[src/hdl/sdha_ram.sv]
// Generic single-port RAM with registered read.
// No dependencies.
`default_nettype none
module sdha_ram #(
  parameter int WIDTH = 8,
  parameter int ADDR_W = 4
) (
  input  logic              clk,
  input  logic              we,
  input  logic [ADDR_W-1:0] addr,
  input  logic [WIDTH-1:0]  wdata,
  output logic [WIDTH-1:0]  rdata
);
  logic [WIDTH-1:0] mem [2**ADDR_W];

  always_ff @(posedge clk) begin
    if (we) begin
      mem[addr] <= wdata;
    end
    rdata <= mem[addr];
  end
endmodule
`default_nettype wire

[config.mk]
export PLATFORM = sky130hd
export DESIGN_NAME = sdha_ram
export DESIGN_NICKNAME = d
export VERILOG_FILES = /design/src/hdl/sdha_ram.sv
export SDC_FILE = /design/constraint.sdc
export NUM_CORES = 1
export LEC_CHECK = 0
export BUFFER_PORTS_ARGS = -buffer_cell sky130_fd_sc_hd__buf_2
export CORE_MARGIN = 2
export CORE_UTILIZATION = 45
export DETAILED_ROUTE_END_ITERATION = 10
export GPL_TIMING_DRIVEN = 0
export PLACE_DENSITY = 0.71
export SYNTH_ARGS = -nofsm -noshare
export SYNTH_HDL_FRONTEND = slang
export SYNTH_SLANG_ARGS = --single-unit
[constraint.sdc]
create_clock -name clk -period 5.3 [get_ports clk]
set_input_delay 1.06 -clock clk [delete_from_list [all_inputs] [get_ports clk]]
set_output_delay 1.06 -clock clk [all_outputs]
set_load 0.1 [all_outputs]
* Word-level counts from Yosys, hierarchy flattened
Memories as Yosys holds them, arrays and structs flattened. A register that Yosys moved wholly into a read port is not among the register bits. Cells that the tools add are included.
Storage, ports and cells: logic and storage cells 3, register bits 0, memories kept 1, output and inout port bits 8, bits in writable memories 128, bits of input ports 14, memory bits (read-only) 0, bits in latches 0
Operators by class: equality and inequality tests 0, add/sub/neg operators 0, $lt $le $gt $ge 0, multiplexer cells 2, bitwise logic cells 0, div/mod/pow operators 0, $mul 0, reductions and logical operators 0, shifts and indexed selects 0
Memory list:
- mem | depth 16, bits a word 8, rd ports 1, clocked after memory_dff 1, wr ports 1, RTL line 14 | logic [WIDTH-1:0] mem [2**ADDR_W];
Operators with widths (number):
- two-way mux 1 bit | 2

* Longest topological paths before layout
word-level depth 2, mapped depth 5

* Worst setup path after synthesis
Ideal clock, no wire load.
path type input-to-reg, start point input addr[2], end point memory mem[0][0] (enable), stages on the path 2, library setup time 383 ps, data arrival time 2170 ps, data required time 4917 ps, setup slack 2747 ps, cell sequence or3b_2 nor3_1
RTL lines:
- start: declaration | RTL line 10 | input logic [ADDR_W-1:0] addr,
- end: declaration | RTL line 14
Straight into the memory's write port.

* Worst setup path after layout
start point input addr[1], end point memory mem[7][1] (enable)
Straight into the memory's write port.

==> results.ini <==
[clock_network]
cts_setup_buffers=0
h-tree-depth=4
cts.clk_slew.worst_paths_ps=50
clkLatencyLatePin_ps=400
holdBufCountCts=0
cts_tree=done
cts_buffer_depth=2
clock-root-buffer=clkbuf_16
numClockSinks=136
post_cts_resized=0
cts_inserted_buffers=17

[power]
seqPwrFrac_pct=45.4
clkPwrFrac_pct=48.5
netSwitchingFraction_pct=20.2
p_int_mw=2.13
ir_drop_mv=0.183
p_switching_uw=537
pwr_density_cell_mw_per_mm2=443
combPwrFrac_pct=6.1
p_leak_nw=1.96

[synthesis]
synth_nets=244
ys_ff_latch=136
ys_warn_count=0
ys_types=18
syn_inst=230
syn_area_per_cell_um2=22.0
synth_area_mm2=0.00507
ys_seq_area_share_pct=79.0

[finish]
final_layout_size_suffix_gt1_share_pct=31.7
final_nets=282
antenna_cells=0
area_growth_pct=18.5
fill_cells=824

[sta]
finalSetupTns_ps=0
rsz0062_at_grt=false
tightestPinTransition_ps=1230
hold_ws_ps=688
hold_viol_final=0
setup_viol=0
slew_violations=0
slew_headroom_pct=17.0
fin_crit_sh_pct=49.8
fin_skew_ps=4.65
finalWorstPathRequiredPeriod_ps=2640
timing.fmax_ghz=0.379

[drt]
wl_per_cell_um=22.7
vias=2331
first_iter_violations=148
drtPass1Iterations=6
wl_um=9560
drc=0
via_per_inst=5.54
ant_nets=0

[global_route]
grt_pass1_vias=2354
grt_first_pass_wirelength_um=14400
overflow=0
grt_antenna_before_repair=0
track_usage_pct=17.7
grt_max_degree=17

[worst_setup_path]
setup.worst_path.end_class=flop
path_class=in2reg
worstReg2RegStart=mem[3][5]
startpoint=addr[1]
cp.required_ps=5330
path_cells=buf_2 > buf_1 > nand2_1 > nor2_1
worstPathMaxFanout=10
cp_slowest_cell=nor2_1
critPathLaunchType=input pin
max_stage_delay_ps=680
cp_data_arrival_time_ps=2670

[placed_design]
dp_hpwl_um=5950
io_buffers=19
gp_congestion=0.746

[floorplanning]
placementRows=38
top_level_ports=22
core_area_mm2=0.0109
dieHeight_um=110
die_x_um=110
start_util_pct=46.3
dieArea_mm2=0.0121

[outcome]
status=complete, no violations

[flow_run]
maxCapViolCount=0

[min_path]
hp-class=reg2reg
hold_start=mem[3][1]

[logic make-up (layout without fill, tap and decap cells)]
| kind of cell | after synthesis | in the layout | share of synthesized area (%) |
|---|---|---|---|
| AND/OR/NAND/NOR | 35 | 35 | 3.21 |
| multiplexers | 32 | 32 | 14.2 |
| buffers and inverters | 11 | 62 | 1.19 |
| flip-flops | 136 | 136 | 79.0 |
| AO/OA/AOI/OAI | 16 | 16 | 2.37 |
[per-layer routing]
layer  vias up  share of wire (%)  global-route usage (%)  routed length [um]
met5         -                  0                       0                   0
met4         0                1.0                    6.70                  96
met3        10                6.8                    4.23                 650
met2        80                 50                    27.3                4810
met1      1204                 42                    24.8                4000
li1       1037                  -                       -                   -
[final timing paths]
path	endpoint	slack (ps)	depth (start not counted)
hold reg to reg	rdata[1]	690	3
hold / removal	rdata[1]	690	3
setup / recovery	mem[7][1]	2660	4
setup reg to reg	rdata[5]	3900	3
[cells in the final DEF (no fill, tap or decap), types with 3 or more instances in the layout]
| cell | Yosys | routed |
|---|---|---|
| clkinv_2 | 0 | 4 |
| mux4_2 | 32 | 32 |
| nor2_1 | 13 | 13 |
| bufinv_16 | 0 | 6 |
| clkbuf_16 | 0 | 17 |
| nand2_1 | 9 | 9 |
| buf_2 | 2 | 21 |
| edfxtp_1 | 128 | 128 |
| buf_1 | 4 | 4 |
| clkbuf_1 | 2 | 3 |
| a22oi_1 | 16 | 16 |
| dfxtp_1 | 8 | 8 |
[synth_stat cells]
cell	n	area (um^2)
a22oi_1	16	120
and2_1	1	6.26
buf_1	4	15.0
buf_2	2	10.0
buf_6	2	22.5
clkbuf_1	2	7.51
clkbuf_2	1	5.00
dfxtp_1	8	160
edfxtp_1	128	3840
mux4_2	32	721
nand2_1	9	33.8
nand2b_1	2	12.5
nand3_1	1	5.00
nand3b_1	2	15.0
nor2_1	13	48.8
nor2b_1	2	12.5
nor3_1	4	20.0
or3b_2	1	8.76
[metrics by stage]
stage	total power [mW]	utilization, %	setup WS [ps]	cells	cell area (um^2)
finish	2.66	54.9	2660	421	6010
global route	2.73	54.9	2490	421	6010
CTS	2.68	54.8	2470	421	6000
detailed placement	1.39	48.8	2050	389	5340
global placement	1.39	48.8	2170	389	5340
floorplan	1.34	-	2750	230	5070
[final cells by class]
| class | instances | area (um^2) | area share (%) |
|---|---|---|---|
| clock buffers | 18 | 429 | 7.15 |
| plain buffers | 11 | 60.1 | 1.00 |
| repair buffers | 19 | 95.1 | 1.58 |
| clock inverters | 14 | 229 | 3.81 |
| flip-flops and latches | 136 | 4000 | 66.7 |
| well taps | 140 | 175 | 2.92 |
| multi-input cells | 83 | 1010 | 16.9 |
[state kept, by name, summed over array words and instances, names as in the netlist]
name / count
mem: 128
rdata: 8
[critical path: cells and delay by family]
kind / cells / cell delay (ps)
AND/OR/NAND/NOR: 2 / 900
buffers and inverters: 2 / 700
[power groups by stage]
stage                     sequential [mW]  clock [mW]  combinational, mW
after detailed placement             1.23           0              0.164
after global routing                 1.21        1.35              0.173
final                                1.21        1.29              0.164
after floorplan                      1.28           0             0.0619
after CTS                            1.21        1.30              0.165
after global placement               1.23           0              0.162
Power figures use the tool's default switching activity.
